### config.mk
export PLATFORM = sky130hd
export DESIGN_NAME = pfgw_pixel_unit
export DESIGN_NICKNAME = d
export VERILOG_FILES = /design/src/rtl/page_framebuffer_glyph_writer_defines.svh /design/src/rtl/pfgw_pixel_unit.sv
export SDC_FILE = /design/constraint.sdc
export NUM_CORES = 1
export LEC_CHECK = 0
export BUFFER_PORTS_ARGS = -buffer_cell sky130_fd_sc_hd__buf_4
export CAP_MARGIN = 10
export CORE_ASPECT_RATIO = 0.75
export CORE_MARGIN = 2
export CORE_UTILIZATION = 35
export DETAILED_ROUTE_END_ITERATION = 8
export PLACE_DENSITY = 0.79
export RECOVER_POWER = 100
export SLEW_MARGIN = 10
export SYNTH_ARGS = -nofsm -noshare
export SYNTH_HDL_FRONTEND = slang
export SYNTH_SLANG_ARGS = --single-unit
### constraint.sdc
create_clock -name vclk -period 2.6
set_input_delay 0.26 -clock vclk [all_inputs]
set_output_delay 0.26 -clock vclk [all_outputs]
set_load 0.02 [all_outputs]
### src/rtl/page_framebuffer_glyph_writer_defines.svh
// ----------------------------------------------------------------------------
// Glyph writer assertion macros
// Shorthands for clocked implication checks, disabled while in reset.
// ----------------------------------------------------------------------------
`ifndef PAGE_FRAMEBUFFER_GLYPH_WRITER_DEFINES_SVH
`define PAGE_FRAMEBUFFER_GLYPH_WRITER_DEFINES_SVH

// Same-cycle implication.
`define PFGW_ASSERT_IMP(lbl, clk, rst_n, ante, cons, msg) \
  lbl: assert property (@(posedge clk) disable iff (!rst_n) (ante) |-> (cons)) \
    else $error(msg);

// Next-cycle implication.
`define PFGW_ASSERT_NXT(lbl, clk, rst_n, ante, cons, msg) \
  lbl: assert property (@(posedge clk) disable iff (!rst_n) (ante) |=> (cons)) \
    else $error(msg);

`endif

### src/rtl/pfgw_pixel_unit.sv
// ----------------------------------------------------------------------------
// Pixel unit
// Shared bounds check, byte address and bit merge for one pixel.
// ----------------------------------------------------------------------------
module pfgw_pixel_unit #(
  parameter int SCREEN_WIDTH  = 128,
  parameter int SCREEN_HEIGHT = 64,
  parameter int AW            = 10
) (
  input  logic [7:0]    base_x,
  input  logic [8:0]    base_y,
  input  logic [4:0]    step,
  input  logic [15:0]   bits,
  input  logic          color,
  input  logic          invert,
  input  logic [7:0]    old_byte,
  output logic          hit,
  output logic [AW-1:0] addr,
  output logic [7:0]    new_byte
);

  logic [8:0]  x;
  logic [15:0] shifted;
  logic        font_on;
  logic        pix;
  logic [7:0]  mask;

  always_comb begin
    x        = {1'b0, base_x} + {4'b0, step};
    // bits past the sixteenth column count as off
    shifted  = bits << step[3:0];
    font_on  = !step[4] && shifted[15];
    pix      = (font_on ? color : !color) ^ invert;
    hit      = (x < 9'(SCREEN_WIDTH)) && (base_y < 9'(SCREEN_HEIGHT));
    addr     = AW'(base_y[5:3]) * AW'(SCREEN_WIDTH) + AW'(x);
    mask     = 8'd1 << base_y[2:0];
    new_byte = pix ? (old_byte | mask) : (old_byte & ~mask);
  end

endmodule

# Word-level counts from Yosys, hierarchy flattened
# Cells that the tools add are included.
dict set report totals {
  out_inout_bits 19
  input_bits 48
  regBits 0
  word_cells 16
}
dict set report classes {
  n_reduce_logical 4
  n_addsub 2
  n_lt_le_gt_ge 2
  shifts 2
  muxes 2
  bitwise_logic 4
}
# cell n
set ops {}
lappend ops {{16-bit by 4-bit << shifter with 16-bit output} 1}
lappend ops {{10-bit by 9-bit adder with 10-bit output} 1}
lappend ops {{8-bit by 5-bit adder with 9-bit output} 1}
lappend ops {{9-bit by 7-bit less-than comparator with 1-bit output (second input constant)} 1}
lappend ops {{9-bit by 8-bit less-than comparator with 1-bit output (second input constant)} 1}
lappend ops {{8-bit AND} 1}
lappend ops {{8-bit 2-to-1 mux} 1}
lappend ops {{8-bit NOT} 1}
lappend ops {{8-bit OR} 1}
lappend ops {{1-bit by 3-bit << shifter with 8-bit output (first input constant)} 1}
lappend ops {{1-bit logical AND} 2}
lappend ops {{1-bit logical NOT} 2}
lappend ops {{1-bit 2-to-1 mux} 1}
lappend ops {{1-bit bitwise XOR} 1}

# Logic depth before layout (Yosys ltp)
dict set report logic_depth {
  word_depth 5
  ltp_mapped 8
  depth_no_buf 8
}

# Worst setup path before layout
# No wires, ideal clock.
dict set report synth_timing {
  path_kind {in2out}
  from {input port base_x[0]}
  to {output port addr[9]}
  t_arrival_ns 2.322
  stages 8
  t_required_ns 2.340
  path_buffers 0
  path_slack_ns 0.018
  path_cell_list {ha_1 fa_1 a21o_1 a21oi_1 nor2b_1 o2111a_1 fa_1 xor2_1}
}
dict set report synth_via {
  elab_chain_cells 2
}
# element line
set synth_rtl {}
lappend synth_rtl {{start, declared} pfgw_pixel_unit.sv:10} ;# input logic [7:0] base_x,
lappend synth_rtl {{8-bit by 5-bit adder with 9-bit output} pfgw_pixel_unit.sv:29} ;# x = {1'b0, base_x} + {4'b0, step};
lappend synth_rtl {{10-bit by 9-bit adder with 10-bit output} pfgw_pixel_unit.sv:35} ;# addr = AW'(base_y[5:3]) * AW'(SCREEN_WIDTH) + AW'(x);
lappend synth_rtl {{end, declared} pfgw_pixel_unit.sv:18} ;# output logic [AW-1:0] addr,
# Every way passes these cells.

# Worst setup path in the final report
dict set report layout_timing {
  from {input port step[0]}
  to {output port addr[9]}
}
dict set report layout_via {
  elab_chain_cells 2
}
# element line
set layout_rtl {}
lappend layout_rtl {{start, declared} pfgw_pixel_unit.sv:12} ;# input logic [4:0] step,
lappend layout_rtl {{8-bit by 5-bit adder with 9-bit output} pfgw_pixel_unit.sv:29}
lappend layout_rtl {{10-bit by 9-bit adder with 10-bit output} pfgw_pixel_unit.sv:35}
# Every way passes these cells.

==> summary.txt <==
Die
  – Core area: about 1700 µm²
  – Chip width: between 50 and 60 µm
  – Num ports: 67
  – Die area: 2110 µm²
  – Die H: around 40 µm
  – Initial core utilization: between 30% and 40%
  – Row count: 13

Yosys
  – Post-synth top cells: 12 x nand2_1, 9 x o21ai_0, 6 x ha_1
  – Register area share after synthesis: 0%
  – Synth Warn #: 0
  – Largest area contributor in the netlist: mux4_1
  – Mapped Cells: 73
  – Synthesized cell area: approximately 610 µm²
  – Net count after synthesis: around 130
  – Top cells by area, synth: mux4_1 17%, ha_1 12%, o21ai_0 7.3%
  – Synthesized area per cell: about 8.4 µm²
  – Synth top area share: between 15 and 20%
  – Most common cell in the netlist: nand2_1
  – Distinct cell type count of the synthesized netlist: 28

Setup path
  – Req. time, crit path: between 2 and 2.5 ns
  – Critical-path maximum fanout: 2
  – CP bufs+invs: 2
  – Top delay family on crit path: adder cells
  – Crit path cell chain: buf_4 -> ha_4 -> fa_2 -> a21o_1 -> a21oi_2 -> nor2b_2 -> o2111a_2 -> fa_2 -> xor2_2 -> buf_6
  – Slowest cell delay on critical path: ~0.4 ns
  – Crit. End Element: output pin
  – CP most frequent cell: fa_2
  – Slowest library cell on the worst path: fa_2
  – Worst Setup Path Type: in2out
  – Crit start category: primary input
  – Critical Path AT: between 2 and 2.5 ns

GRT
  – Grt peak-use layer: met2
  – GR Util met2: 37.5%
  – Initial antenna violation count: 0
  – Met3 Use GR: around 3.4%
  – Global-route wire length before repair: 3.07 mm
  – Pin count of the biggest net entering global routing: 9
  – Total grt overflow: 0
  – GR Util All Layers: around a fifth
  – Vias in the first global route: a little over 700
  – M1 GR Usage: between 20% and 30%

Power
  – Power Dens Cells: ~230 nW/µm²
  – Leakage: 0.000582 µW
  – Power, Total: 281 µW
  – Worst VDD drop: 0.189 mV

Cells and area
  – Num sequential: 0
  – Layout area overhead: 96.5%
  – Register area: 0 µm²
  – Total Nets Final: between 200 and 250
  – Layout clock buffers: 0
  – Non-filler cells, final: roughly 170
  – # diodes: 0
  – Layout cells sized above 1: 54.5%
  – Layout Utilization: between 70% and 80%

Place
  – Placed Instances: about 170
  – IO buf count: 67
  – Placer Congestion: between 0.7 and 0.8
  – DP Wirelength: 1.84 mm

STA
  – Setup tns final: 0 ns
  – Final Cycle Share: 98.6%
  – WHS: approximately 0.83 ns
  – Relative slew margins: 78.9%
  – Fmax achieved: 390 MHz
  – Final hold vios: 0
  – Max-slew violations: 0
  – Worst Tran Pin Value: 0.316 ns
  – Finish-stage setup viols: 0
  – Period minus WS final: between 2 and 3 ns

Routing
  – DRC Markers: 0
  – WL/cell: ~13 µm
  – Initial DRC Count: 6
  – WL final: roughly 2.2 mm
  – Routed Antenna Nets: 0
  – DR pass1 iterations: 4
  – Via count: roughly 840
  – Vias/cell: 5.05

CTS
  – Post-CTS setup buffers: 0
  – Hold buffers post-CTS: 0

Hold path
  – Min-Delay Path Class: in2out

Run
  – Max-cap violation count: 0

Run status
  – Outcome: completed
power breakdown:
part	total, µW	switching (µW)	internal [µW]
combinational	281	138	143
sequential	0	0	0
clock	0	0	0
tightest hold or removal path, cell delays in order:
cell and delay (ns):
buf_4 0.10, xor2_2 0.08, buf_6 0.13
per-stage QoR:
stage / worst slack [ns] / area [µm²]
after floorplan: 0.0184 / 614
after global placement: -0.0424 / 1180
after detailed placement: -0.147 / 1180
after CTS: 0.00864 / 1190
after global routing: -0.0354 / 1210
final: 0.0377 / 1210
per-layer routing:
layer | vias to the layer above | part of all wire, %
met4 | 0 | 0
li1 | 431 | -
met3 | 0 | 9.5
met1 | 371 | 39
met5 | - | 0
met2 | 42 | 52
placed cells by master, fill, tap and decap left out, types with 2 or more instances in the layout:
cell      count
xnor2_1       5
mux4_1        4
nand3b_1      3
buf_4        65
nor3_1        2
ha_1          5
fa_2          2
a21oi_1       2
or3_1         2
a21o_1        2
nor3b_1       3
clkbuf_1      6
or3b_2        2
nand2_1      12
nor2_1        2
o21ai_0       9
path summary, 6_finish.rpt:
path	cells after the start	endpoint	start
worst min-delay path	3	addr[9]	base_y[5]
worst max-delay path	10	addr[9]	step[0]
cells by family after synthesis:
family          share of synthesized area [%]
compound gates                           20.6
xor+xnor                                 12.6
fa+ha+maj                                18.7
buf+inv                                 0.610
mux                                      18.7
simple gates                             28.7
final cells by class:
cell class                      count  area (µm²)
Multi-Input combinational cell     72         654
Tap cell                           22        27.5
Inverter                            1        3.75
Timing Repair Buffer               72         522
Fill cell                         144         484
what timing repair did:
action                                  in CTS  in global routing
endpoints found under the setup margin       1                  2
hold endpoints to repair                     0                  0
gates cloned                                 0                  0
gates resized for setup                      3                  9
pin swaps                                    1                  0
Power figures use the tool's default switching activity.
